$ cat src/design/odq_pkg.sv
package odq_pkg;

	localparam int CAPACITY = 16;
	localparam int AW = (CAPACITY > 1) ? $clog2(CAPACITY) : 1;
	localparam int CW = $clog2(CAPACITY + 1);
	localparam int DW = 32;

	localparam logic [2:0] MODE_PUSH_FRONT = 3'd0;
	localparam logic [2:0] MODE_POP_FRONT  = 3'd1;
	localparam logic [2:0] MODE_PUSH_BACK  = 3'd2;
	localparam logic [2:0] MODE_POP_BACK   = 3'd3;
	localparam logic [2:0] MODE_INSERT     = 3'd4;
	localparam logic [2:0] MODE_REMOVE     = 3'd5;

	localparam logic [1:0] ST_DONE     = 2'd0;
	localparam logic [1:0] ST_EMPTY    = 2'd1;
	localparam logic [1:0] ST_FULL     = 2'd2;
	localparam logic [1:0] ST_NOTFOUND = 2'd3;

	localparam logic [1:0] PH_FRONT = 2'd0;
	localparam logic [1:0] PH_BACK  = 2'd1;
	localparam logic [1:0] PH_SCAN  = 2'd2;

	typedef logic [DW-1:0] word_t;

endpackage

$ cat src/design/odq_ram.sv
module odq_ram #(
	parameter int WIDTH = 32,
	parameter int DEPTH = 16
) (
	input  logic                     clk,
	input  logic                     we,
	input  logic [$clog2(DEPTH)-1:0] waddr,
	input  logic [WIDTH-1:0]         wdata,
	input  logic [$clog2(DEPTH)-1:0] raddr,
	output logic [WIDTH-1:0]         rdata
);

	logic [WIDTH-1:0] mem [DEPTH];

	always_ff @(posedge clk) begin
		if (we) begin
			mem[waddr] <= wdata;
		end
		rdata <= mem[raddr];
	end

endmodule

$ cat src/design/ordered_deque_with_sorted_insert.sv
// channel | direction | handshake          | fields
// input   | in        | in_valid/in_ready   | mode[2:0], value[31:0] signed
// output  | out       | out_valid/out_ready | status[1:0], position[3:0], count[4:0]
//
// Entries sit in one RAM with a registered read; every access is sequenced. Flagged
// and unused-mode words go straight to done; push back and pop back pass through the
// finish state; shifts read, then write, each moved entry. Sorted insert and remove read
// front, back, then scan, reading and checking one entry at a time. A new word is taken
// once the previous one has left the sequencer; the result register lets it run while
// a result waits. Reset clears the count and control; entry contents are not cleared.
module ordered_deque_with_sorted_insert (
	input  logic                  clk,
	input  logic                  arst_n,
	input  logic                  in_valid,
	output logic                  in_ready,
	input  logic [2:0]            mode,
	input  logic signed [31:0]    value,
	output logic                  out_valid,
	input  logic                  out_ready,
	output logic [1:0]            status,
	output logic [3:0]            position,
	output logic [4:0]            count
);

	localparam int AW = odq_pkg::AW;
	localparam int CW = odq_pkg::CW;
	localparam logic [CW-1:0] CAP = CW'(odq_pkg::CAPACITY);

	localparam logic [2:0] S_IDLE   = 3'd0;
	localparam logic [2:0] S_CHK_RD = 3'd1;
	localparam logic [2:0] S_CHK_EV = 3'd2;
	localparam logic [2:0] S_MV_RD  = 3'd3;
	localparam logic [2:0] S_MV_WR  = 3'd4;
	localparam logic [2:0] S_FIN    = 3'd5;
	localparam logic [2:0] S_DONE   = 3'd6;

	logic [2:0]      state_q;
	odq_pkg::word_t  val_q;
	logic [CW-1:0]   n_q;
	logic [CW-1:0]   pos_q;
	logic [CW-1:0]   idx_q;
	logic [CW-1:0]   addr_q;
	logic [1:0]      phase_q;
	logic            ins_q;
	logic [1:0]      stat_q;
	logic            out_valid_q;
	logic [1:0]      status_q;
	logic [3:0]      position_q;
	logic [4:0]      count_q;

	logic            we;
	logic [AW-1:0]   waddr;
	odq_pkg::word_t  wdata;
	logic [AW-1:0]   raddr;
	odq_pkg::word_t  rdata;
	logic            lt;
	logic            eq;
	logic [CW-1:0]   mv_src;

	assign lt = $signed(rdata) < $signed(val_q);
	assign eq = rdata == val_q;
	assign mv_src = ins_q ? (idx_q - CW'(1)) : (idx_q + CW'(1));

	always_comb begin
		we    = 1'b0;
		waddr = idx_q[AW-1:0];
		wdata = rdata;
		raddr = addr_q[AW-1:0];
		case (state_q)
			S_MV_RD: raddr = mv_src[AW-1:0];
			S_MV_WR: we = 1'b1;
			S_FIN: begin
				we    = ins_q;
				waddr = pos_q[AW-1:0];
				wdata = val_q;
			end
			default: ;
		endcase
	end

	odq_ram #(
		.WIDTH(odq_pkg::DW),
		.DEPTH(odq_pkg::CAPACITY)
	) u_ram (
		.clk  (clk),
		.we   (we),
		.waddr(waddr),
		.wdata(wdata),
		.raddr(raddr),
		.rdata(rdata)
	);

	assign in_ready  = state_q == S_IDLE;
	assign out_valid = out_valid_q;
	assign status    = status_q;
	assign position  = position_q;
	assign count     = count_q;

	always_ff @(posedge clk or negedge arst_n) begin
		if (!arst_n) begin
			state_q     <= S_IDLE;
			n_q         <= '0;
			out_valid_q <= 1'b0;
			pos_q       <= '0;
			idx_q       <= '0;
			addr_q      <= '0;
			phase_q     <= odq_pkg::PH_FRONT;
			ins_q       <= 1'b0;
			stat_q      <= odq_pkg::ST_DONE;
		end else begin
			if (state_q == S_DONE && (!out_valid_q || out_ready)) begin
				out_valid_q <= 1'b1;
			end else if (out_ready) begin
				out_valid_q <= 1'b0;
			end
			case (state_q)
				S_IDLE: begin
					if (in_valid) begin
						val_q   <= value;
						phase_q <= odq_pkg::PH_FRONT;
						addr_q  <= '0;
						case (mode)
							odq_pkg::MODE_PUSH_FRONT, odq_pkg::MODE_PUSH_BACK,
							odq_pkg::MODE_INSERT: begin
								ins_q <= 1'b1;
								if (n_q >= CAP) begin
									stat_q  <= odq_pkg::ST_FULL;
									pos_q   <= '0;
									state_q <= S_DONE;
								end else if (mode == odq_pkg::MODE_INSERT && n_q != '0) begin
									stat_q  <= odq_pkg::ST_DONE;
									pos_q   <= '0;
									state_q <= S_CHK_RD;
								end else begin
									stat_q  <= odq_pkg::ST_DONE;
									pos_q   <= (mode == odq_pkg::MODE_PUSH_BACK) ? n_q : '0;
									idx_q   <= n_q;
									state_q <= (mode == odq_pkg::MODE_PUSH_BACK || n_q == '0)
										? S_FIN : S_MV_RD;
								end
							end
							odq_pkg::MODE_POP_FRONT, odq_pkg::MODE_POP_BACK,
							odq_pkg::MODE_REMOVE: begin
								ins_q <= 1'b0;
								if (n_q == '0) begin
									stat_q  <= odq_pkg::ST_EMPTY;
									pos_q   <= '0;
									state_q <= S_DONE;
								end else if (mode == odq_pkg::MODE_REMOVE) begin
									stat_q  <= odq_pkg::ST_DONE;
									pos_q   <= '0;
									state_q <= S_CHK_RD;
								end else if (mode == odq_pkg::MODE_POP_BACK) begin
									stat_q  <= odq_pkg::ST_DONE;
									pos_q   <= n_q - CW'(1);
									state_q <= S_FIN;
								end else begin
									stat_q  <= odq_pkg::ST_DONE;
									pos_q   <= '0;
									idx_q   <= '0;
									state_q <= (n_q > CW'(1)) ? S_MV_RD : S_FIN;
								end
							end
							default: begin
								stat_q  <= odq_pkg::ST_DONE;
								pos_q   <= '0;
								state_q <= S_DONE;
							end
						endcase
					end
				end
				S_CHK_RD: state_q <= S_CHK_EV;
				S_CHK_EV: begin
					if (ins_q) begin
						case (phase_q)
							odq_pkg::PH_FRONT: begin
								if (!lt) begin
									pos_q   <= '0;
									idx_q   <= n_q;
									state_q <= S_MV_RD;
								end else begin
									phase_q <= odq_pkg::PH_BACK;
									addr_q  <= n_q - CW'(1);
									state_q <= S_CHK_RD;
								end
							end
							odq_pkg::PH_BACK: begin
								if (lt) begin
									pos_q   <= n_q;
									state_q <= S_FIN;
								end else begin
									phase_q <= odq_pkg::PH_SCAN;
									addr_q  <= '0;
									state_q <= S_CHK_RD;
								end
							end
							default: begin
								if (!lt || addr_q + CW'(1) == n_q) begin
									pos_q   <= lt ? n_q : addr_q;
									idx_q   <= n_q;
									state_q <= lt ? S_FIN : S_MV_RD;
								end else begin
									addr_q  <= addr_q + CW'(1);
									state_q <= S_CHK_RD;
								end
							end
						endcase
					end else begin
						case (phase_q)
							odq_pkg::PH_FRONT: begin
								if (eq) begin
									pos_q   <= '0;
									idx_q   <= '0;
									state_q <= (n_q > CW'(1)) ? S_MV_RD : S_FIN;
								end else begin
									phase_q <= odq_pkg::PH_BACK;
									addr_q  <= n_q - CW'(1);
									state_q <= S_CHK_RD;
								end
							end
							odq_pkg::PH_BACK: begin
								if (eq) begin
									pos_q   <= n_q - CW'(1);
									state_q <= S_FIN;
								end else begin
									phase_q <= odq_pkg::PH_SCAN;
									addr_q  <= '0;
									state_q <= S_CHK_RD;
								end
							end
							default: begin
								if (addr_q + CW'(1) < n_q && lt) begin
									addr_q  <= addr_q + CW'(1);
									state_q <= S_CHK_RD;
								end else if (eq) begin
									pos_q   <= addr_q;
									idx_q   <= addr_q;
									state_q <= (addr_q + CW'(1) < n_q) ? S_MV_RD : S_FIN;
								end else begin
									stat_q  <= odq_pkg::ST_NOTFOUND;
									state_q <= S_DONE;
								end
							end
						endcase
					end
				end
				S_MV_RD: state_q <= S_MV_WR;
				S_MV_WR: begin
					idx_q <= mv_src;
					if (ins_q) begin
						state_q <= (mv_src > pos_q) ? S_MV_RD : S_FIN;
					end else begin
						state_q <= (mv_src + CW'(1) < n_q) ? S_MV_RD : S_FIN;
					end
				end
				S_FIN: begin
					n_q     <= ins_q ? n_q + CW'(1) : n_q - CW'(1);
					state_q <= S_DONE;
				end
				S_DONE: begin
					if (!out_valid_q || out_ready) begin
						state_q <= S_IDLE;
					end
				end
				default: state_q <= S_IDLE;
			endcase
		end
	end

	always_ff @(posedge clk) begin
		if (state_q == S_DONE && (!out_valid_q || out_ready)) begin
			status_q   <= stat_q;
			position_q <= (stat_q == odq_pkg::ST_DONE) ? 4'(pos_q) : 4'd0;
			count_q    <= 5'(n_q);
		end
	end

	a_cnt_bound: assert property (@(posedge clk) disable iff (!arst_n) n_q <= CAP)
		else $error("count above capacity");
	a_wr_range: assert property (@(posedge clk) disable iff (!arst_n)
		we |-> ({1'b0, waddr} <= {1'b0, n_q}) && (n_q < CAP || !ins_q || state_q != S_FIN))
		else $error("write beyond fill");
	a_idle_hold: assert property (@(posedge clk) disable iff (!arst_n)
		(state_q == S_IDLE && !in_valid) |=> state_q == S_IDLE)
		else $error("left idle without a word");
	a_cnt_change: assert property (@(posedge clk) disable iff (!arst_n)
		!$stable(n_q) |-> $past(state_q) == S_FIN)
		else $error("count changed outside finish");

endmodule

$ cat config.mk
export PLATFORM = sky130hd
export DESIGN_NAME = ordered_deque_with_sorted_insert
export DESIGN_NICKNAME = d
export VERILOG_FILES = /design/src/design/odq_pkg.sv /design/src/design/odq_ram.sv /design/src/design/ordered_deque_with_sorted_insert.sv
export SDC_FILE = /design/constraint.sdc
export NUM_CORES = 1
export LEC_CHECK = 0
export ABC_AREA = 1
export ABC_CLOCK_PERIOD_IN_PS = 9900
export BUFFER_PORTS_ARGS = -buffer_cell sky130_fd_sc_hd__buf_2
export CAP_MARGIN = 5
export CORE_AREA = 5 5 207 209
export CTS_BUF_LIST = sky130_fd_sc_hd__clkbuf_4
export DETAILED_ROUTE_END_ITERATION = 10
export DIE_AREA = 0 0 212 214
export HOLD_SLACK_MARGIN = 0.06
export PLACE_DENSITY = 0.81
export SETUP_SLACK_MARGIN = 0.4
export SLEW_MARGIN = 15
export SYNTH_ARGS = -nofsm -noshare
export SYNTH_HDL_FRONTEND = slang
export SYNTH_SLANG_ARGS = --single-unit
$ cat constraint.sdc
create_clock -name clk -period 9.9 [get_ports clk]
set_input_delay 0 -clock clk [delete_from_list [all_inputs] [get_ports clk]]
set_output_delay 0 -clock clk [all_outputs]
set_load 0.02 [all_outputs]
==> results.rst <==
.. list-table::
   :header-rows: 1

   * - Metric
     - Value
   * - Slowest Stage Delay on Critical Path
     - 0.95 ns
   * - Count of fill cells added during filler insertion
     - 2593
   * - Fraction of power consumed by the clock network
     - 22.3%
   * - Average footprint of a synthesized cell
     - 11.9 sq um
   * - Count of warnings emitted by yosys
     - 0
   * - Cell area after synthesis
     - 26000 sq um
   * - Combinational Power Share
     - 39.1%
   * - Met3 wirelength from detailed routing
     - 7600 um
   * - Clock-pin slew of the registers on the worst-case setup and hold paths
     - 0.06 ns
   * - Switching Share
     - 40.2%
   * - Number of I/O pins
     - 52
   * - Clock period minus final worst setup slack
     - 4.58 ns
   * - Pwr per Cell Area
     - 324 nW/um^2
   * - Post-layout nets
     - 2484
   * - Remaining antenna violation count
     - 0
   * - Most area-consuming cells after synthesis
     - sky130_fd_sc_hd__edfxtp_1, sky130_fd_sc_hd__o21ai_0, sky130_fd_sc_hd__nor2_1, sky130_fd_sc_hd__nand2_1, sky130_fd_sc_hd__o221ai_1
   * - Status
     - complete, no violations
   * - Wire length of the first global-routing pass
     - 101000 um
   * - Cell Int Power
     - 5.81 mW
   * - Synthesized-area fraction occupied by ao, oa, aoi and oai cells
     - 12.9%
   * - Pin count of the biggest net entering global routing
     - 150
   * - Vias post-DR
     - 19000
   * - Die ar.
     - 45400 sq um
   * - Starting density of the core
     - 64.0%
   * - Share of the synthesized netlist area taken by xor and xnor gates
     - 0.505%
   * - Type of the setup path with the least slack
     - reg -> reg
   * - Hold violation count in the final report
     - 0
   * - Class of the tightest hold or removal check
     - in -> reg
   * - Basic-gate share of the synthesized area counting and, or, nand and nor cells
     - 10.9%
   * - Fin. max-slew vios
     - 0
   * - Routability-driven placement congestion ratio
     - 0.901
   * - CTS root buffer
     - sky130_fd_sc_hd__clkbuf_4
   * - Via/cell ratio
     - 6.22
   * - Unique masters post-synth
     - 49
   * - Standard-cell rows
     - 74
   * - Number of violations reported at the end of detailed-routing iteration 0
     - 2638
   * - H-tree lvl count
     - 4
   * - Launching element type of the critical path
     - flop
   * - Setup_tns
     - 0 ns
   * - Max layer used
     - met4
   * - Fraction of power consumed by sequential logic
     - 38.6%
   * - Post-Syn Nets
     - 2276
   * - Share of cell area taken by muxes after synthesis
     - 0%
   * - Met1 layer wirelength in the final routing
     - 25100 um
   * - Most frequently used flop master after synthesis
     - sky130_fd_sc_hd__edfxtp_1
   * - Drt first pass iters
     - 6
   * - Share of synthesized area occupied by flip-flops and latches
     - 69.3%
   * - Post-detailed-route wirelength per cell
     - 21.9 um
   * - Peak ir drop on the vdd network
     - 0.361 mV
   * - Largest family of logic cells by synthesized area
     - compound AO/OA/AOI/OAI gates
   * - Critical path data arrival time
     - 5.08 ns
   * - Clk_lat worst skew
     - 0.90 ns
   * - MaxCap Viol Count
     - 0
   * - Met2 Routed Length
     - 32100 um
   * - Number of failing setup endpoints in the final timing report
     - 0
   * - Antenna violations before repair
     - 2
   * - Area added between synthesis and finish
     - 15.3%
   * - Clock tree from TritonCTS
     - built
   * - Placed Instances
     - 2686
   * - Switching power
     - 3.91 mW
   * - Depth of the worst register-to-register path
     - 5
   * - Via count of the first global-routing pass
     - 18800
   * - Leakage power summed over all cells
     - 11.1 nW
   * - Cell at the slowest stage of the critical path
     - sky130_fd_sc_hd__dfrtp_1
   * - Headroom to the max-slew limit
     - 16.9%
   * - Cell breakdown of the critical path
     - clkinv_1 -> o21ai_0 -> nand3_1 -> nor2_4 -> buf_4
   * - Ratio of cells with drive above 1 in the final layout
     - 15.9%
   * - Skew final
     - 0.0647 ns
   * - Post-DP HPWL
     - 36400 um
   * - Register-to-register setup slack
     - 5.32 ns
   * - Async set-reset flop share out of synthesis
     - 4.71%
   * - Post-synthesis instance total
     - 2182
   * - GRT Util Overall
     - 28.6%
   * - Longest Clk Path Bufs
     - 3
   * - Worst Path Required
     - 10.40 ns
   * - RSZ-0062 raised after global routing
     - no
   * - Remaining DRCs
     - 0
   * - Max Fclk
     - 218 MHz
   * - Total clock buffers created by CTS
     - 150
   * - Critical Path Sink
     - u_ram.mem[5][17]
   * - Final std cells w/o fill
     - 3049
   * - Width of the die
     - 212 um
   * - Count of buffers from port buffering
     - 51
   * - Core Footprint
     - 40600 sq um
   * - Global route overflow
     - 0
   * - Total length of routed wires
     - 66800 um
   * - Cell type with the highest aggregate area in the netlist
     - sky130_fd_sc_hd__edfxtp_1
   * - Start of the worst register-to-register path
     - ins_q
   * - CP startpoint
     - ins_q
   * - Type of destination of the critical path
     - flop
   * - Portion of synthesized cell area occupied by the leading cell type
     - 64.1%
   * - Vertical die dimension
     - 214 um
   * - Synth Area in Adders
     - 2.68%
   * - Number of synthesized flops with an enable pin
     - 555
   * - Clk sinks
     - 616
   * - End of the worst register-to-register path
     - u_ram.mem[5][17]
   * - Largest fanout on the critical path
     - 24
   * - Portion of the clock cycle consumed by the worst path in the final layout
     - 46.3%
   * - Slew @ Worst Pin
     - 1.24 ns
   * - Synthesized flop and latch total
     - 616
cells by family (layout without fill, tap and decap cells):
group | after synthesis | in the layout
other | 0 | 1
XOR/XNOR | 15 | 15
AND/OR/NAND/NOR | 694 | 694
AO/OA/AOI/OAI | 556 | 556
adder cells (fa/ha/maj) | 55 | 55
buffers and inverters | 246 | 580
flip-flops | 616 | 616
cell usage after synthesis, drive strengths merged (2+ instances only):
cell type and count:
clkbuf 88, nor2 333, o21bai 3, nand4 7, ha 54, a31oi 2
a22oi 2, a21oi 31, o221ai 90, nand2 266, or2 5, clkinv 3
dfxtp 32, a221oi 5, xnor2 4, inv 121, dfrtp 29, xor2 11
buf 34, o22ai 40, o211ai 40, nor3 9, a21o 4, nand3 71
edfxtp 555, o21ai 333
worst max-delay path, delay by kind of cell, from the launching register on:
kind | cells | cell delay [ns]
and+or+nand+nor | 2 | 1.25
buffers and inverters | 2 | 1.28
AOI/OAI and AO/OA | 1 | 0.74
DFF | 1 | 0.95
sequential cells by signal, summed over array words and instances (netlist names), 3 cells and up:
| register | cells |
|---|---|
| position | 4 |
| u_ram.rdata | 32 |
| count | 5 |
| idx_q | 5 |
| val_q | 32 |
| pos_q | 5 |
| n_q | 5 |
| state_q | 3 |
| addr_q | 5 |
| u_ram.mem | 512 |
power groups by stage:
stage | sequential (mW) | clock (mW) | combinational (mW)
after CTS | 3.74 | 2.18 | 3.70
final | 3.75 | 2.17 | 3.80
after detailed placement | 3.80 | 0 | 3.65
after global placement | 3.79 | 0 | 3.46
after floorplan | 3.72 | 0 | 2.52
after global routing | 3.77 | 2.34 | 4.19
metal layers:
layer  GRT usage, %  vias up
li1               -     8480
met1           38.2     9059
met2           45.6     1247
met3           7.24      185
met4           11.3        0
met5              0        -
cell type report:
type                    count  area [sq um]  share of cell area [%]
flip-flops and latches    616         18000                    60.1
multi-input cells        1320          7170                    23.9
clock buffers             233          1750                    5.83
repair buffers            178          1630                    5.45
well taps                 532           666                    2.22
inverters                 124           470                    1.57
clock inverters            45           258                   0.860
diodes                      1          2.50                 0.00835
cells in the final DEF, fill, tap and decap left out, types with 7 or more instances in the layout:
| cell type | netlist | final |
|---|---|---|
| sky130_fd_sc_hd__dfxtp_1 | 32 | 32 |
| sky130_fd_sc_hd__nor2_4 | 3 | 20 |
| sky130_fd_sc_hd__nor3_1 | 9 | 9 |
| sky130_fd_sc_hd__dlygate4sd3_1 | 0 | 76 |
| sky130_fd_sc_hd__nand2_2 | 8 | 8 |
| sky130_fd_sc_hd__inv_1 | 117 | 115 |
| sky130_fd_sc_hd__o21ai_1 | 13 | 23 |
| sky130_fd_sc_hd__nor2_1 | 329 | 312 |
| sky130_fd_sc_hd__edfxtp_1 | 555 | 555 |
| sky130_fd_sc_hd__o221ai_1 | 90 | 90 |
| sky130_fd_sc_hd__inv_2 | 4 | 10 |
| sky130_fd_sc_hd__buf_16 | 0 | 8 |
| sky130_fd_sc_hd__buf_2 | 24 | 51 |
| sky130_fd_sc_hd__o21ai_0 | 317 | 305 |
| sky130_fd_sc_hd__o211ai_1 | 40 | 40 |
| sky130_fd_sc_hd__o22ai_1 | 40 | 40 |
| sky130_fd_sc_hd__clkbuf_4 | 0 | 233 |
| sky130_fd_sc_hd__ha_1 | 54 | 54 |
| sky130_fd_sc_hd__nand4_1 | 7 | 7 |
| sky130_fd_sc_hd__buf_4 | 2 | 37 |
| sky130_fd_sc_hd__dfrtp_1 | 29 | 29 |
| sky130_fd_sc_hd__xor2_1 | 11 | 11 |
| sky130_fd_sc_hd__nand2_1 | 256 | 256 |
| sky130_fd_sc_hd__nand3_1 | 69 | 69 |
| sky130_fd_sc_hd__clkinv_1 | 3 | 34 |
| sky130_fd_sc_hd__a21oi_1 | 30 | 30 |
worst min-delay path by stage:
stage                   from         to  slack [ns]  cells after the start
floorplan             arst_n  addr_q[0]       -0.30                      0
global placement      arst_n  out_valid        0.08                      1
detailed placement    arst_n  out_valid        0.09                      1
CTS                 in_valid      ins_q        0.08                      5
global route         mode[0]  stat_q[1]        0.16                      7
finish              in_valid      ins_q        0.14                      5
what timing repair did:
item,4_1_cts,5_1_grt
hold endpoints to repair,128,0
hold buffers,77,0
buffers inserted,0,0
resized for setup,0,0
per-stage QoR:
| step | area (sq um) | power, mW | hold WS [ns] | util (%) | worst slack (ns) |
|---|---|---|---|---|---|
| 3_3_place_gp | 26900 | 7.25 | 0.0848 | 66.1 | 5.68 |
| 2_1_floorplan | 26000 | 6.24 | -0.296 | - | 6.74 |
| 6_report | 30000 | 9.72 | 0.143 | 73.8 | 5.32 |
| 3_5_place_dp | 27000 | 7.45 | 0.0879 | 66.5 | 5.49 |
| 5_1_grt | 30000 | 10.3 | 0.156 | 73.8 | 5.08 |
| 4_1_cts | 29800 | 9.63 | 0.0817 | 73.3 | 5.52 |
Note: power is estimated with default switching activity, not from simulation.
